**config.mk**
```make
export PLATFORM = sky130hd
export DESIGN_NAME = hcodec_front
export DESIGN_NICKNAME = d
export VERILOG_FILES = /design/src/design/hcodec_pkg.sv /design/src/design/hcodec_front.sv
export SDC_FILE = /design/constraint.sdc
export NUM_CORES = 1
export LEC_CHECK = 0
export ABC_AREA = 1
export BUFFER_PORTS_ARGS = -buffer_cell sky130_fd_sc_hd__buf_2
export CAP_MARGIN = 0
export CORE_ASPECT_RATIO = 0.9
export CORE_MARGIN = 3
export CORE_UTILIZATION = 34
export DETAILED_ROUTE_END_ITERATION = 10
export PLACE_DENSITY = 0.81
export SYNTH_ARGS = -nofsm -noshare
export SYNTH_HDL_FRONTEND = slang
export SYNTH_SLANG_ARGS = --single-unit
```
**constraint.sdc**
```tcl
create_clock -name vclk -period 1.5
set_clock_uncertainty 0.15 [all_clocks]
set_input_delay 0.075 -clock vclk [all_inputs]
set_output_delay 0.075 -clock vclk [all_outputs]
set_load 0.01 [all_outputs]
```
**src/design/hcodec_pkg.sv**
```systemverilog
// Shared types and codes for the Huffman table codec.
// Used by hcodec_front, hcodec_queue, hcodec_back and huffman_table_codec.
package hcodec_pkg;

  localparam int SYM_W  = 8;
  localparam int CODE_W = 16;
  localparam int LEN_W  = 5;

  localparam int QUEUE_DEPTH = 2;

  // command codes on in_cmd
  localparam logic [1:0] CMD_LOAD   = 2'd0;
  localparam logic [1:0] CMD_ENCODE = 2'd1;
  localparam logic [1:0] CMD_DECODE = 2'd2;

  localparam logic KIND_ENC = 1'b0;
  localparam logic KIND_DEC = 1'b1;

  localparam logic [1:0] ERR_NONE    = 2'd0;
  localparam logic [1:0] ERR_NOCODE  = 2'd1;
  localparam logic [1:0] ERR_NOMATCH = 2'd2;

  // operation as classified by the front end
  typedef enum logic [1:0] {
    OP_LOAD,
    OP_ENC,
    OP_ENC_NOCODE,
    OP_DEC
  } op_t;

  typedef struct packed {
    op_t               op;
    logic [SYM_W-1:0]  symbol;
    logic [CODE_W-1:0] code;
    logic [LEN_W-1:0]  len;
    logic              coded_bit;
  } item_t;

endpackage

```
**src/design/hcodec_front.sv**
```systemverilog
// Front end: takes command words, classifies them and pushes them to the queue.
// Depends on hcodec_pkg.
module hcodec_front #(
  parameter int SYMBOL_COUNT = 256,
  parameter int LEN_LIMIT    = 16
) (
  input  logic                          start,
  input  logic [1:0]                    in_cmd,
  input  logic [hcodec_pkg::SYM_W-1:0]  in_symbol,
  input  logic [hcodec_pkg::CODE_W-1:0] in_code_bits,
  input  logic [hcodec_pkg::LEN_W-1:0]  in_code_len,
  input  logic                          in_coded_bit,
  input  logic                          q_full,
  output logic                          busy,
  output logic                          q_push,
  output hcodec_pkg::item_t             q_item
);

  logic                          accept;
  logic                          keep;
  logic                          sym_ok;
  logic [hcodec_pkg::LEN_W-1:0]  len_eff;
  logic [hcodec_pkg::CODE_W-1:0] len_mask;

  assign busy   = q_full;
  assign accept = start && !q_full;
  assign sym_ok = (9'(in_symbol) < 9'(SYMBOL_COUNT));

  // over-long codes are stored as invalid
  assign len_eff  = (in_code_len > hcodec_pkg::LEN_W'(LEN_LIMIT)) ? '0 : in_code_len;
  assign len_mask = (len_eff >= hcodec_pkg::LEN_W'(16)) ? '1 :
                    hcodec_pkg::CODE_W'((17'd1 << len_eff) - 17'd1);

  always_comb begin
    keep             = 1'b0;
    q_item.op        = hcodec_pkg::OP_DEC;
    q_item.symbol    = in_symbol;
    q_item.code      = in_code_bits & len_mask;
    q_item.len       = len_eff;
    q_item.coded_bit = in_coded_bit;
    unique case (in_cmd)
      hcodec_pkg::CMD_LOAD: begin
        keep      = sym_ok;
        q_item.op = hcodec_pkg::OP_LOAD;
      end
      hcodec_pkg::CMD_ENCODE: begin
        keep      = 1'b1;
        q_item.op = sym_ok ? hcodec_pkg::OP_ENC : hcodec_pkg::OP_ENC_NOCODE;
      end
      hcodec_pkg::CMD_DECODE: begin
        keep      = 1'b1;
        q_item.op = hcodec_pkg::OP_DEC;
      end
      default: begin
        keep = 1'b0;
      end
    endcase
  end

  // unused command codes are taken and dropped
  assign q_push = accept && keep;

endmodule

```
# After elaboration in Yosys (flattened, before gate mapping)

Index checks and enable logic that the tools add are counted.

Bitwise gates (word level): 1
Reductions and logical operators: 5
Muxes and demuxes: 4
Add/subtract/negate cells: 1
Shifts and indexed selects: 1
Eq/ne operators: 2
Order comparisons: 2

Operators by type and width:

| cell                                                      | count |
|---|---|
| bitwise AND 16 bit                                        | 1 |
| two-way mux 16 bit                                        | 1 |
| left shift 1 x 5 -> 16 bit (first input constant)         | 1 |
| subtractor 16 x 1 -> 16 bit (second input constant)       | 1 |
| greater-or-equal comparator 5 bit (second input constant) | 1 |
| greater-than comparator 5 bit (second input constant)     | 1 |
| two-way mux 5 bit                                         | 1 |
| one-hot mux 2 bit (2 select lines)                        | 1 |
| OR reduction 3 bit                                        | 1 |
| == test 2 x 1 -> 1 bit (second input constant)            | 1 |
| == test 2 bit (second input constant)                     | 1 |
| logical AND 1 bit                                         | 2 |
| logical NOT 2 bit                                         | 1 |
| logical NOT 1 bit                                         | 1 |
| two-way mux 1 bit                                         | 1 |

Output and inout bits: 34
Input port bits: 34
Register bits: 0
Word-level logic and storage cells: 16

# Logic depth before layout (Yosys ltp)

Word-level depth: 6
Gate-level depth with buffers: 12
Mapped depth without buffers: 12

# Worst setup path after synthesis

Ideal clock, no wire load.

Path kind: in2out
Start point: input in_code_len[2] (netlist name)
End point: output q_item[16] (netlist name)
Buffers on the path: 0
Slack: -0.145 ns
Data required time: 1.275 ns
Data arrival time: 1.420 ns
Stages on the path: 12
Cells stage by stage: nor2_2 nand4_2 nand2_2 nor2_1 inv_1 ha_1 nand2_1 nor2_2 nand3_1 nand2_1 nor2_1 nor2_1

RTL lines:

| element     | RTL line           | RTL |
|---|---|---|
| from (decl) | hcodec_front.sv:11 | `input logic [hcodec_pkg::LEN_W-1:0] in_code_len,` |
| to (decl)   | hcodec_front.sv:16 | `output hcodec_pkg::item_t q_item` |

==> impl_metrics.xml <==
<?xml version="1.0" encoding="UTF-8"?>
<metrics>
  <group name="synth">
    <metric name="synthesis.area" unit="sq um">682</metric>
    <metric name="postSynthAreaPerCell" unit="sq um">5.25</metric>
    <metric name="yosysSeqAreaShare" unit="%">0</metric>
    <metric name="synth_fp_nets" unit="">165</metric>
    <metric name="synthDistinctLibCells" unit="">26</metric>
    <metric name="synth_warnings" unit="">0</metric>
    <metric name="post_synth_inst_count" unit="">130</metric>
  </group>
  <group name="outcome">
    <metric name="status" unit="">finished, violations left</metric>
    <metric name="failed_checks" unit="">negative setup slack</metric>
  </group>
  <group name="sta">
    <metric name="max_slew.worst_pin.slew" unit="ns">0.219</metric>
    <metric name="hold_viol" unit="">0</metric>
    <metric name="maxSlewViolCount" unit="">0</metric>
    <metric name="slew-limit-headroom" unit="%">85.3</metric>
    <metric name="setup_slack" unit="ns">-0.172</metric>
    <metric name="layout_worst_path_cycle_share" unit="%">111</metric>
    <metric name="setup_repair_after_global_routing_missed_its_margin" unit="">yes</metric>
    <metric name="fmaxAchievable" unit="MHz">598</metric>
    <metric name="fin_tns_setup" unit="ns">-0.825</metric>
    <metric name="setup_viol" unit="">8</metric>
    <metric name="final_period_minus_worst_setup_slack" unit="ns">1.67</metric>
    <metric name="hold_ws" unit="ns">0.00000443</metric>
  </group>
  <group name="pwr">
    <metric name="standby_leakage_power" unit="nW">0.829</metric>
    <metric name="power_density" unit="nW/um^2">319</metric>
    <metric name="report.power.total" unit="mW">0.453</metric>
    <metric name="ir_drop" unit="uV">231</metric>
  </group>
  <group name="finish">
    <metric name="layout.sequential_cells" unit="">0</metric>
    <metric name="insertedDiodeCount" unit="">0</metric>
    <metric name="drive_above_1_share" unit="%">66.0</metric>
    <metric name="final_cell_mix" unit="">buf_2 (45), buf_4 (31), nand2_1 (19)</metric>
    <metric name="seq_area" unit="sq um">0</metric>
    <metric name="layout.nets" unit="">240</metric>
    <metric name="final_util" unit="%">79.3</metric>
    <metric name="post-route-cell-area" unit="sq um">1420</metric>
    <metric name="stdcell_count" unit="">227</metric>
    <metric name="n_clock_buffer" unit="">0</metric>
    <metric name="area_delta_synth_final" unit="%">108</metric>
    <metric name="layout.cells.most_common" unit="">buf_2</metric>
  </group>
  <group name="worst_setup_path">
    <metric name="required" unit="ns">1.27</metric>
    <metric name="critPathLaunchType" unit="">input pin</metric>
    <metric name="crit_end" unit="">q_item[16]</metric>
    <metric name="critPathLaunch" unit="">in_code_len[1]</metric>
    <metric name="worstPathMaxFanout" unit="">4</metric>
    <metric name="arrival" unit="ns">1.45</metric>
    <metric name="cp-end-kind" unit="">primary output</metric>
    <metric name="crit_type" unit="">in -&gt; out</metric>
  </group>
  <group name="routing">
    <metric name="via_count" unit="">1172</metric>
    <metric name="drc" unit="">0</metric>
    <metric name="drtIter0Drc" unit="">34</metric>
    <metric name="ant_nets" unit="">0</metric>
    <metric name="route.detailed.wl_per_inst" unit="microns">14.7</metric>
    <metric name="drt-total-wl" unit="microns">3350</metric>
    <metric name="drt-vias-per-instance" unit="">5.16</metric>
    <metric name="detailedRoute.firstPassIterationCount" unit="">4</metric>
  </group>
  <group name="global_route">
    <metric name="largest_net_degree_at_the_start_of_global_routing" unit="">11</metric>
    <metric name="grt_pass1_vias" unit="">1085</metric>
    <metric name="globalRoute.totalOverflow" unit="">0</metric>
    <metric name="groute.usage.overall" unit="%">24.7</metric>
    <metric name="grt_antenna_before_repair" unit="">0</metric>
    <metric name="grt_pass1_wl" unit="microns">5000</metric>
  </group>
  <group name="floorplan">
    <metric name="core_area" unit="sq um">1790</metric>
    <metric name="die_h" unit="microns">48.5</metric>
    <metric name="floorplan.die.width" unit="microns">53.2</metric>
    <metric name="start_util" unit="%">38.2</metric>
    <metric name="io-pin-count" unit="">68</metric>
    <metric name="design.die.area" unit="sq um">2580</metric>
    <metric name="rows" unit="">14</metric>
  </group>
  <group name="min_path">
    <metric name="min_path_type" unit="">in -&gt; out</metric>
    <metric name="hp-start" unit="">in_coded_bit</metric>
  </group>
  <group name="place">
    <metric name="placed_cell_area" unit="sq um">1160</metric>
    <metric name="dpl.cell_count" unit="">221</metric>
    <metric name="port-buffer-count" unit="">50</metric>
    <metric name="place.gp.congestion" unit="">0.864</metric>
    <metric name="placement.setup.worst_slack" unit="ns">-0.197</metric>
    <metric name="place.detailed.hpwl" unit="microns">2050</metric>
  </group>
  <group name="flow_run">
    <metric name="maxCapViolCount" unit="">0</metric>
  </group>
  <group name="clocking">
    <metric name="cts_hold_repair.buffers" unit="">0</metric>
  </group>
</metrics>
-- power by group --
group          total (mW)  leakage, nW  internal, mW  switching [mW]
logic               0.453        0.829         0.210           0.243
registers               0            0             0               0
clock network           0            0             0               0
total               0.453        0.829         0.210           0.243
-- cell families (layout without fill, tap and decap cells) --
group                    after synthesis  count (layout)  share of synthesized area (%)
AND/OR/NAND/NOR                       87              87                           66.1
AO/OA/AOI/OAI                          8               8                           7.15
buffers and inverters                 34             107                           25.0
adder cells (fa/ha/maj)                1               1                           1.83
-- how the worst min path moves through the flow --
stage,cells after the start,slack [ns],endpoint
3_5_place_dp,0,0.00007,q_item[25]
3_3_place_gp,0,0.00007,q_item[25]
5_1_grt,0,0.00002,q_item[23]
2_1_floorplan,1,0.05,q_push
4_1_cts,0,0.00007,q_item[25]
6_report,0,0.000004,q_item[0]
-- final cells by class --
class | instances | area [sq um]
Fill cell | 136 | 369
Multi-Input combinational cell | 96 | 716
Tap cell | 24 | 30.0
Timing Repair Buffer | 84 | 573
Inverter | 23 | 98.8
-- synthesized netlist by cell type --
cell type | instances | area share [%]
nor3_1 | 2 | 1.5
inv_2 | 3 | 1.7
nand3_2 | 4 | 5.9
clkbuf_1 | 1 | 0.55
a21boi_0 | 1 | 1.1
nand2_1 | 24 | 13
nand2_4 | 1 | 1.7
nand4_2 | 1 | 1.8
nand2_8 | 1 | 2.9
buf_4 | 10 | 11
o21ai_0 | 1 | 0.73
nand4_1 | 6 | 5.5
nor2_2 | 5 | 4.6
nor2_1 | 22 | 12
a21oi_1 | 3 | 2.2
nand2_2 | 3 | 2.8
inv_1 | 18 | 9.9
and3_1 | 2 | 1.8
nor3b_1 | 1 | 1.1
a21boi_1 | 1 | 1.1
ha_1 | 1 | 1.8
nand3_1 | 14 | 10
o21ai_2 | 1 | 1.3
or2_2 | 1 | 0.92
o21ai_1 | 1 | 0.73
inv_4 | 2 | 1.8
-- critical path, cell delays in order --
cell and delay (ns):
buf_8 0.11, nor2_4 0.14, nand4_4 0.11, nand2_4 0.10, nor2_4 0.04, inv_2 0.05
ha_4 0.17, nand4_1 0.16, nor2_1 0.16, nor2_1 0.06, nor2_1 0.11, nor2_2 0.04
buf_2 0.13
-- per-layer routing --
| layer | part of all wire [%] | up-vias | GRT usage, % |
|---|---|---|---|
| met1 | 37 | 520 | 30.4 |
| met4 | 3.2 | 0 | 9.36 |
| met2 | 51 | 80 | 42.2 |
| li1 | - | 556 | - |
| met3 | 9.3 | 16 | 3.07 |
| met5 | 0 | - | 0 |
-- what timing repair did --
| action | 4_1_cts | 5_1_grt |
|---|---|---|
| endpoints found under the setup margin | 9 | 13 |
| gates resized for setup | 26 | 28 |
| pin swaps | 10 | 24 |
| buffers inserted | 7 | 4 |
No activity file was read; power rests on OpenSTA's default activity.
