$ cat src/design/hcodec_pkg.sv
// Shared types and codes for the Huffman table codec.
// Used by hcodec_front, hcodec_queue, hcodec_back and huffman_table_codec.
package hcodec_pkg;

  localparam int SYM_W  = 8;
  localparam int CODE_W = 16;
  localparam int LEN_W  = 5;

  localparam int QUEUE_DEPTH = 2;

  // command codes on in_cmd
  localparam logic [1:0] CMD_LOAD   = 2'd0;
  localparam logic [1:0] CMD_ENCODE = 2'd1;
  localparam logic [1:0] CMD_DECODE = 2'd2;

  localparam logic KIND_ENC = 1'b0;
  localparam logic KIND_DEC = 1'b1;

  localparam logic [1:0] ERR_NONE    = 2'd0;
  localparam logic [1:0] ERR_NOCODE  = 2'd1;
  localparam logic [1:0] ERR_NOMATCH = 2'd2;

  // operation as classified by the front end
  typedef enum logic [1:0] {
    OP_LOAD,
    OP_ENC,
    OP_ENC_NOCODE,
    OP_DEC
  } op_t;

  typedef struct packed {
    op_t               op;
    logic [SYM_W-1:0]  symbol;
    logic [CODE_W-1:0] code;
    logic [LEN_W-1:0]  len;
    logic              coded_bit;
  } item_t;

endpackage

$ cat src/design/hcodec_queue.sv
// Two-word queue between the front end and the table engine.
// Depends on hcodec_pkg.
module hcodec_queue (
  input  logic              clk,
  input  logic              rst_n,
  input  logic              push,
  input  hcodec_pkg::item_t push_item,
  input  logic              pop,
  output logic              full,
  output logic              not_empty,
  output hcodec_pkg::item_t head_item
);

  localparam int PTR_W = (hcodec_pkg::QUEUE_DEPTH > 1) ? $clog2(hcodec_pkg::QUEUE_DEPTH) : 1;
  localparam int CNT_W = $clog2(hcodec_pkg::QUEUE_DEPTH + 1);

  hcodec_pkg::item_t slot_r [hcodec_pkg::QUEUE_DEPTH];
  logic [PTR_W-1:0]  wr_ptr_r, wr_ptr_nxt;
  logic [PTR_W-1:0]  rd_ptr_r, rd_ptr_nxt;
  logic [CNT_W-1:0]  cnt_r, cnt_nxt;
  logic              do_push;
  logic              do_pop;

  assign full      = (cnt_r == CNT_W'(hcodec_pkg::QUEUE_DEPTH));
  assign not_empty = (cnt_r != '0);
  assign head_item = slot_r[rd_ptr_r];
  assign do_push   = push && !full;
  assign do_pop    = pop && not_empty;

  always_comb begin
    wr_ptr_nxt = wr_ptr_r;
    rd_ptr_nxt = rd_ptr_r;
    cnt_nxt    = cnt_r;
    if (do_push) begin
      wr_ptr_nxt = (wr_ptr_r == PTR_W'(hcodec_pkg::QUEUE_DEPTH - 1)) ? '0 : wr_ptr_r + 1'b1;
    end
    if (do_pop) begin
      rd_ptr_nxt = (rd_ptr_r == PTR_W'(hcodec_pkg::QUEUE_DEPTH - 1)) ? '0 : rd_ptr_r + 1'b1;
    end
    if (do_push && !do_pop) begin
      cnt_nxt = cnt_r + 1'b1;
    end else if (do_pop && !do_push) begin
      cnt_nxt = cnt_r - 1'b1;
    end
  end

  always_ff @(posedge clk) begin
    if (do_push) begin
      slot_r[wr_ptr_r] <= push_item;
    end
  end

  always_ff @(posedge clk) begin
    if (!rst_n) begin
      wr_ptr_r <= '0;
      rd_ptr_r <= '0;
      cnt_r    <= '0;
    end else begin
      wr_ptr_r <= wr_ptr_nxt;
      rd_ptr_r <= rd_ptr_nxt;
      cnt_r    <= cnt_nxt;
    end
  end

endmodule

$ cat config.mk
export PLATFORM = sky130hd
export DESIGN_NAME = hcodec_queue
export DESIGN_NICKNAME = d
export VERILOG_FILES = /design/src/design/hcodec_pkg.sv /design/src/design/hcodec_queue.sv
export SDC_FILE = /design/constraint.sdc
export NUM_CORES = 1
export LEC_CHECK = 0
export ABC_AREA = 1
export BUFFER_PORTS_ARGS = -buffer_cell sky130_fd_sc_hd__clkbuf_2
export CAP_MARGIN = 20
export CORE_ASPECT_RATIO = 0.6
export CORE_MARGIN = 3
export CORE_UTILIZATION = 52
export CTS_CLUSTER_DIAMETER = 30
export CTS_CLUSTER_SIZE = 14
export DETAILED_ROUTE_END_ITERATION = 8
export PLACE_DENSITY = 0.88
export SLEW_MARGIN = 10
export SYNTH_ARGS = -nofsm -noshare
export SYNTH_HDL_FRONTEND = slang
export SYNTH_SLANG_ARGS = --single-unit
$ cat constraint.sdc
create_clock -name clk -period 3.29 [get_ports clk]
set_input_delay 0.658 -clock clk [delete_from_list [all_inputs] [get_ports clk]]
set_output_delay 0.658 -clock clk [all_outputs]
set_load 0.03 [all_outputs]
# Yosys cells after proc, flatten, opt, wreduce, memory -nomap -nowiden
# Memory sizes are Yosys's and may differ from the RTL's. A register that Yosys moved wholly into a read port is not among the register bits.
# Cells that the tools add are included.
dict set report totals {
  register_bits 4
  ramBits 64
  word_cells 26
  in_bits 36
  n_memories 1
}
dict set report classes {
  n_addsub 4
  eq_ne 1
  n_mux 8
  reduce_logical 9
}
# name words width rd rd_ports_with_merged_regs write_ports line_no
set mem_list {}
lappend mem_list {slot_r 2 32 1 1 1 hcodec_queue.sv:17} ;# hcodec_pkg::item_t slot_r [hcodec_pkg::QUEUE_DEPTH];
# op n
set op_table {}
lappend op_table {{$mux 1} 6}
lappend op_table {{$logic_and 1x1->1} 4}
lappend op_table {{$mux 2} 2}
lappend op_table {{$reduce_bool 2->1} 2}
lappend op_table {{$logic_not 1->1} 3}
lappend op_table {{$add 1x1->1 const B} 2}
lappend op_table {{$add 2x1->2 const B} 1}
lappend op_table {{$eq 2x2->1 const B} 1}
lappend op_table {{$sub 2x1->2 const B} 1}

# Longest topological paths before layout
# Gate-level depths: netlist of run 1.
dict set report logic_depth {
  ltp_word 7
  depth_mapped 10
  mapped_depth_nobuf 10
}

# Worst setup path after synthesis of run 1
# Ideal clock, no wire load.
dict set report synth_path {
  kind {input to register}
  from {input port push}
  to {memory slot_r[1][0] (netlist bit), enable pin}
  setup_slack_ns 0.789
  path_buffers 0
  setup_time_ns 0.421
  stages 2
  arrival_ns 2.080
  t_required_ns 2.869
  cell_sequence {o21ai_2 nor2_1}
}
dict set report synth_between {
  elab_chain_len 3
}
# element line_no
set synth_lines {}
lappend synth_lines {{from (decl)} hcodec_queue.sv:6} ;# input logic push,
lappend synth_lines {{$logic_and 1x1->1} hcodec_queue.sv:27} ;# assign do_push = push && !full;
lappend synth_lines {{$mux 1} hcodec_queue.sv:48} ;# if (do_push) begin
lappend synth_lines {{$mux 1 (not written as such)} hcodec_queue.sv:49} ;# slot_r[wr_ptr_r] <= push_item;
lappend synth_lines {{to (decl)} hcodec_queue.sv:17}
# Every way passes these cells.

==> results.ini, run 1 <==
[cells_and_area]
nNetsFinal = 251
final_area_sq_um = 3280
area_growth_pct = 20.9
fillCellCount = 336
diodes = 0
drive_above_1_share_pct = 56.2

[logic_synthesis]
synth_mux_area_share_pct = 17.4
synthSimpleGateAreaFrac_pct = 2.63
synthXorXnorAreaFrac_pct = 0
synth_compound_area_share_pct = 1.15
synth_seq_area_share_pct = 74.6
synth_top_family_by_area = multiplexers
synth_warnings = 0
synthDistinctLibCells = 17
synth.net_count = 174
synthAdderAreaFrac_pct = 0.461
synth_area_per_cell_sq_um = 19.8
syn_area_sq_um = 2710
synth-seq-cells = 69
synth_cells = 137

[global_routing]
grt_pass1_wl_mm = 6.55
antenna_found_initial = 0
overflow = 0
grt_usage_pct = 15.0
grt_max_degree = 33
grt_pass1_vias = 1354

[power]
p_leak_nw = 1.34
ir_worst_vdd_mv = 0.461
p_per_area_nw_per_um2 = 805

[clock_network]
path_clk_slew_ns = 0.07
cts.root.buffer_cell = clkbuf_8
cts_inserted_buffers = 9
cts_setup_buffers = 0
clk_latency_ns = 0.34
cts_hold_repair.buffers = 0
cts_tree = done
htreeDepth = 3
cts.path.max_buffers = 2
clkSinkCount = 69
cts_resized = 0

[worst_setup_path]
cp_slowest_cell = dfxtp_2
slowest_delay_ns = 0.56
critPathBufInv = 2
cp_data_arrival_time_ns = 1.87
worstPathRequired_ns = 2.63
r2r_start = cnt_r[0]$_SDFFE_PN0P_
start_kind = register
rr_endpoint = slot_r[0][25]$_DFFE_PP_
rr_worst_depth = 2
crit_path_max_fanout = 21
rrSetupSlack_ns = 1.58
path_cells = buf_4, mux2_4, clkbuf_2
setup.worst_path.end_class = primary output
worstSetupPathType = reg -> out
critical_path.top_delay_family = buffers and inverters

[sta]
fin_crit_ns = 2.53
relSlewSlack_pct = 36.9
clock_skew_ns = 0.00417
whs_ns = 0.505
setup_tns_ns = 0
drv_slew = 0
fin_crit_sh_pct = 76.8
grt_setup_unrepaired = false
finalHoldViolCount = 0
worst_pin_slew_ns = 0.944
max_freq_ghz = 0.396
setup_viol_count_final = 0

[worst_hold_path]
min_from = push_item[7]
hp-class = in -> reg
min_to = slot_r[0][7]$_DFFE_PP_
holdPathStages = 1

[floorplan]
start_util_pct = 56.5
die-area_sq_um = 6150
rows = 19
fp.dieW_microns = 99.2
ios = 70
die_y_microns = 61.9
core_area_sq_um = 4800

[place]
place.gp.congestion = 0.812
io_buffers = 69
place_hpwl_mm = 3.01
dpl_cell_area_sq_um = 3090

[flow_run]
drv_cap = 0

[status]
status = finished, final reports clean

[drt]
final_antenna_net_count = 0
wl_per_cell_microns = 15.4
avgViaCountPerCell = 4.96
dr_total_vias = 1398
wirelength_mm = 4.34
remaining_drc_errors = 0
drtPass1Iterations = 4
first_iter_violations = 51

## layer usage
metal	part of all wire, %	GRT usage, %	wire [microns]	up-vias
li1	-	-	-	667
met1	44	17.9	1910	663
met2	45	23.8	1950	62
met3	9.9	7.47	429	6
met4	1.2	6.42	50	0
met5	0	0	0	-
## layout make-up
type                    instances  area, sq um  share of cell area [%]
flip-flops and latches         69         2020                    61.7
multi-input cells              56          603                    18.4
repair buffers                 70          353                    10.8
clock buffers                   9          124                    3.78
well taps                      63         78.8                    2.40
clock inverters                 7         66.3                    2.02
inverters                       8         30.0                   0.916
## sequential cells by signal, indices dropped and copies added (netlist names), named ones only
signal    count
rd_ptr_r      1
wr_ptr_r      1
slot_r       64
cnt_r         2
## placed cells by master, fill, tap and decap left out
master,count
a21oi_1,1
buf_4,1
bufinv_16,1
clkbuf_2,69
clkbuf_8,9
clkinv_2,4
clkinv_4,1
clkinvlp_4,1
dfxtp_1,4
dfxtp_2,1
edfxtp_1,64
ha_1,1
inv_1,7
inv_2,1
mux2_2,2
mux2_4,30
nand2_1,7
nand3_1,1
nand4_1,1
nor2_1,7
nor2_4,2
o21a_1,1
o21ai_0,2
o21ai_2,1
## through the flow
step,util [%],power (mW),std cells,setup slack (ns)
finish,68.3,2.64,282,0.764
global route,68.3,2.76,282,0.681
CTS,68.3,2.67,282,0.738
detailed placement,64.3,2.03,266,1.11
global placement,64.3,2.01,266,1.14
floorplan,-,1.86,137,0.789
## synthesized netlist by cell type
cell type | count | area, sq um
inv_2 | 1 | 3.75
mux2_4 | 30 | 450
o21ai_2 | 1 | 8.76
o21a_1 | 1 | 7.51
mux2_2 | 2 | 22.5
nand4_1 | 1 | 6.26
inv_1 | 7 | 26.3
buf_12 | 3 | 60.1
buf_6 | 1 | 11.3
nor2_1 | 9 | 33.8
ha_1 | 1 | 12.5
o21ai_0 | 2 | 10.0
edfxtp_1 | 64 | 1920
dfxtp_1 | 5 | 100
a21oi_1 | 1 | 5.00
nand3_1 | 1 | 5.00
nand2_1 | 7 | 26.3
## power breakdown
group	internal [mW]	total [mW]	switching, mW
sequential	1.11	1.18	0.0644
clock	0.345	0.639	0.294
combinational	0.312	0.822	0.510
## worst reg2reg max path, delay by kind of cell, from the launching register on
kind            cells  cell delay [ns]
compound gates      1             0.16
flops               1             0.43
simple gates        1             0.73
## worst max-delay path by stage
stage | start | end | slack, ns | depth (start not counted)
6_report | register | head_item[12] | 0.76 | 3
5_1_grt | register | head_item[12] | 0.68 | 3
4_1_cts | register | head_item[30] | 0.74 | 3
3_5_place_dp | register | head_item[30] | 1.11 | 3
3_3_place_gp | register | head_item[12] | 1.14 | 3
2_1_floorplan | push | slot_r[1][0]$_DFFE_PP_ | 0.79 | 2
## kinds of logic (layout without fill, tap and decap cells)
kind of cell / count (synthesis) / in the layout
flip-flops: 69 / 69
buffers and inverters: 12 / 94
adder cells (fa/ha/maj): 1 / 1
AO/OA/AOI/OAI: 5 / 5
multiplexers: 32 / 32
AND/OR/NAND/NOR: 18 / 18
No activity file was read; power rests on OpenSTA's default activity.
==> run 2, diff against run 1 <==
- CORE_UTILIZATION: 52 -> 47
- PLACE_DENSITY: 0.88 -> 0.84
- clock period: 3.29 -> 2.3 ns (I/O delays scaled with it)
==> run 2 against run 1 <==
Compared with the run above:
- combinational power increased by 51%
- setup slack worse by 0.45 ns
- critical path depth unchanged
- global-route usage fell by 0.76 points
- sequential power up 40%
- cell area is 2.7% higher
- sequential share of layout area is 1.7 points lower
==> results.ini, run 2 (synthesis results as in run 1) <==
[clock_network]
cts_hold_repair.buffers = 0
clk_latency_ns = 0.34
clkSinkCount = 69
cts.path.max_buffers = 2
htreeDepth = 3
cts.root.buffer_cell = clkbuf_8
cts_inserted_buffers = 9
path_clk_slew_ns = 0.07
cts_tree = done
cts_resized = 0
cts_setup_buffers = 0

[worst_setup_path]
worstPathRequired_ns = 1.84
critical_path.top_delay_family = buffers and inverters
critPathBufInv = 2
worstSetupPathType = reg -> out
start_kind = register
crit_path_max_fanout = 20
path_cells = buf_4, mux2_4, clkbuf_2
setup.worst_path.end_class = primary output
cp_data_arrival_time_ns = 1.53
cp_slowest_cell = mux2_4
slowest_delay_ns = 0.34

[cells_and_area]
regMostFlops = slot_r
seq_area_sq_um = 2020
layout.cells.non_filler = 299
largest_reg_flops = 64
multi_input_area_sq_um = 603
fillCellCount = 409
post-route-util_pct = 63.5
layout_common_cells = clkbuf_2 (69), edfxtp_1 (64), mux2_4 (30)
area_growth_pct = 24.2
nNetsFinal = 254
drive_above_1_share_pct = 56.3
largest_registers = slot_r: 64 flops, cnt_r: 2 flops
final_common_cell = clkbuf_2
diodes = 0

[place]
io_buffers = 69
place_inst = 283
place.gp.congestion = 0.695
dpl_worst_slack_ns = 0.664
place_hpwl_mm = 3.07

[sta]
setup_viol_count_final = 0
worst_slack_ns = 0.314
drv_slew = 0
grt_setup_unrepaired = false
finalHoldViolCount = 0
max_freq_ghz = 0.503
relSlewSlack_pct = 70.7
worst_pin_slew_ns = 0.438
clock_skew_ns = 0.00789
fin_crit_sh_pct = 86.4
fin_crit_ns = 1.99

[global_routing]
grt_pass1_wl_mm = 7.08
grt_usage_pct = 14.2
grt_util_met1_pct = 16.6
antenna_found_initial = 0
overflow = 0
gr-usage-met3_pct = 8.56
grt-busiest-layer = met2
use_met2_pct = 22.7
grt_pass1_vias = 1449
grt_max_degree = 27

[drt]
wl_per_cell_microns = 14.8
drtPass1Iterations = 4
avgViaCountPerCell = 4.76
first_iter_violations = 49
wirelength_mm = 4.41
dr_total_vias = 1422
remaining_drc_errors = 0
final_antenna_net_count = 0

[power]
p_leak_nw = 1.36
p_per_area_nw_per_um2 = 1170
p_total_mw = 3.94
ir_worst_vdd_mv = 0.604

[floorplan]
rows = 20
die_y_microns = 64.8
core_area_sq_um = 5310
ios = 70
start_util_pct = 51.1
fp.dieW_microns = 104
die-area_sq_um = 6750

[flow_run]
drv_cap = 0

[worst_hold_path]
hp-class = in -> reg

[status]
status = finished, final reports clean

run 2: stage by stage:
| stage | hold WS (ns) | setup TNS [ns] | area (sq um) |
|---|---|---|---|
| finish | 0.308 | 0 | 3370 |
| global placement | 0.478 | 0 | 3150 |
| global route | 0.283 | 0 | 3370 |
| detailed placement | 0.499 | 0 | 3150 |
| CTS | 0.287 | 0 | 3370 |
| floorplan | 0.467 | -0.199 | 2710 |
run 2: area by class of cell:
cell class / count / area share [%]
multi-input combinational: 56 / 17.9
sequential: 69 / 60.1
timing repair buffer: 73 / 11.9
tap: 77 / 2.86
clock inverter: 6 / 2.60
inverter: 8 / 0.892
clock buffer: 10 / 3.79
run 2: power breakdown:
| part | leakage, nW | switching [mW] | internal [mW] |
|---|---|---|---|
| combinational | 0.628 | 0.765 | 0.479 |
| clock | 0.0985 | 0.437 | 0.608 |
| sequential | 0.639 | 0.0654 | 1.59 |
run 2: routing by layer:
layer  part of all wire (%)  wire length [microns]
met3                    9.2                    405
met1                     42                   1870
met5                      0                      0
met4                      0                      0
met2                     48                   2130
run 2: path summary, 6_finish.rpt:
path,from,end,slack (ns),cells past startpoint
max,register,head_item[12],0.31,3
max reg2reg,cnt_r[1]$_SDFFE_PN0P_,cnt_r[1]$_SDFFE_PN0P_,0.67,9
min reg2reg,rd_ptr_r$_SDFFE_PN0P_,rd_ptr_r$_SDFFE_PN0P_,0.52,2
min,push_item[0],slot_r[0][0]$_DFFE_PP_,0.31,1
==> run 3, diff against run 2 <==
==> constraint.sdc (replaced) <==
create_clock -name clk -period 2.3 [get_ports clk]
set_input_delay 0.23 -clock clk [delete_from_list [all_inputs] [get_ports clk]]
set_output_delay 0.23 -clock clk [all_outputs]
set_load 0.03 [all_outputs]
==> run 3 against run 2 <==
Compared with the run above:
- combinational power is essentially flat
- largest cell class unchanged
- global-route usage shrank 0.14 points
- critical path depth is the same
- sequential power is essentially flat
- setup slack gained 0.17 ns
- clock skew shrank 0.0033 ns
- cell area shrank 0.26%
- register-to-register slack gained 0.06 ns
- final cell count shrank 0.33%
==> results.ini, run 3 (synthesis results as in run 1) <==
[status]
status = finished, final reports clean

[floorplan]
start_util_pct = 51.1
core_area_sq_um = 5310
die-area_sq_um = 6750
die_y_microns = 64.8
ios = 70
rows = 20
fp.dieW_microns = 104

[sta]
finalHoldViolCount = 0
worst_pin_slew_ns = 0.433
fin_crit_sh_pct = 78.8
grt_setup_unrepaired = false
setup_tns_ns = 0
relSlewSlack_pct = 71.0
fin_crit_ns = 1.81
clock_skew_ns = 0.00461
drv_slew = 0
max_freq_ghz = 0.552
whs_ns = 0.0842
setup_viol_count_final = 0

[place]
place.gp.congestion = 0.764
io_buffers = 69
place_hpwl_mm = 2.97

[cells_and_area]
area_growth_pct = 23.9
largest_registers = slot_r: 64 flops, cnt_r: 2 flops
seq_area_sq_um = 2020
fillCellCount = 405
drive_above_1_share_pct = 56.1
nNetsFinal = 253
multi_input_area_sq_um = 603
layout_common_cells = clkbuf_2 (69), edfxtp_1 (64), mux2_4 (30)
largest_reg_flops = 64
diodes = 0
final_common_cell = clkbuf_2
regMostFlops = slot_r

[drt]
remaining_drc_errors = 0
avgViaCountPerCell = 4.63
final_antenna_net_count = 0
dr_total_vias = 1381
drtPass1Iterations = 4
first_iter_violations = 45
wl_per_cell_microns = 14.5
wirelength_mm = 4.33

[clock_network]
cts_hold_repair.buffers = 0
cts_setup_buffers = 0
cts.path.max_buffers = 2
cts_tree = done
htreeDepth = 3
clk_latency_ns = 0.33
cts.root.buffer_cell = clkbuf_8
cts_inserted_buffers = 9
cts_resized = 0
clkSinkCount = 69
path_clk_slew_ns = 0.07

[power]
p_total_mw = 3.93
p_per_area_nw_per_um2 = 1170
p_leak_nw = 1.37
ir_worst_vdd_mv = 0.693

[worst_setup_path]
crit_path_max_fanout = 26
slowest_delay_ns = 0.46
cp_slowest_cell = dfxtp_2
worstSetupPathType = reg -> out
setup.worst_path.end_class = primary output
worstPathRequired_ns = 2.07
cp_data_arrival_time_ns = 1.58
path_cells = buf_12, mux2_4, clkbuf_2
start_kind = register

[global_routing]
grt_max_degree = 33
grt_pass1_vias = 1491
grt_pass1_wl_mm = 7.11
overflow = 0
antenna_found_initial = 0
grt_usage_pct = 14.1

[flow_run]
drv_cap = 0

[worst_hold_path]
hp-class = in -> reg

[run 3: layer usage]
layer | global-route usage (%) | share of wire (%) | vias up
li1 | - | - | 672
met1 | 16.5 | 46 | 658
met2 | 23.4 | 47 | 47
met3 | 6.67 | 6.6 | 4
met4 | 4.48 | 0.67 | 0
met5 | 0 | 0 | -
[run 3: critical path: cells and delay by family (launching register included)]
kind	cells	cell delay [ns]
flip-flops	1	0.46
buffers and inverters	2	0.44
multiplexers	1	0.33
[run 3: where the power goes]
part | total, mW | switching [mW] | internal (mW)
combinational | 1.23 | 0.749 | 0.478
sequential | 1.67 | 0.0785 | 1.59
clock | 1.03 | 0.427 | 0.604
total | 3.93 | 1.25 | 2.67
[run 3: through the flow]
step | cells | util (%) | cell area [sq um] | worst slack, ns
floorplan | 137 | - | 2710 | 0.0261
global placement | 282 | 59.3 | 3150 | 0.824
detailed placement | 282 | 59.3 | 3150 | 0.754
CTS | 298 | 63.3 | 3360 | 0.464
global route | 298 | 63.3 | 3360 | 0.414
finish | 298 | 63.3 | 3360 | 0.488
[run 3: final cells by class]
type,count,share of cell area (%)
flip-flops and latches,69,60.2
multi-input cells,56,18.0
repair buffers,72,11.7
clock buffers,9,3.69
well taps,77,2.87
clock inverters,7,2.68
inverters,8,0.894
[run 3: worst paths after layout]
check                           cells past startpoint                   from                     end  slack, ns
worst min-delay path                                1           push_item[0]  slot_r[0][0]$_DFFE_PP_       0.08
worst max register to register                      9  cnt_r[1]$_SDFFE_PN0P_   cnt_r[1]$_SDFFE_PN0P_       0.73
worst min register to register                      2  rd_ptr_r$_SDFFE_PN0P_   rd_ptr_r$_SDFFE_PN0P_       0.51
worst max-delay path                                3               register            head_item[6]       0.49
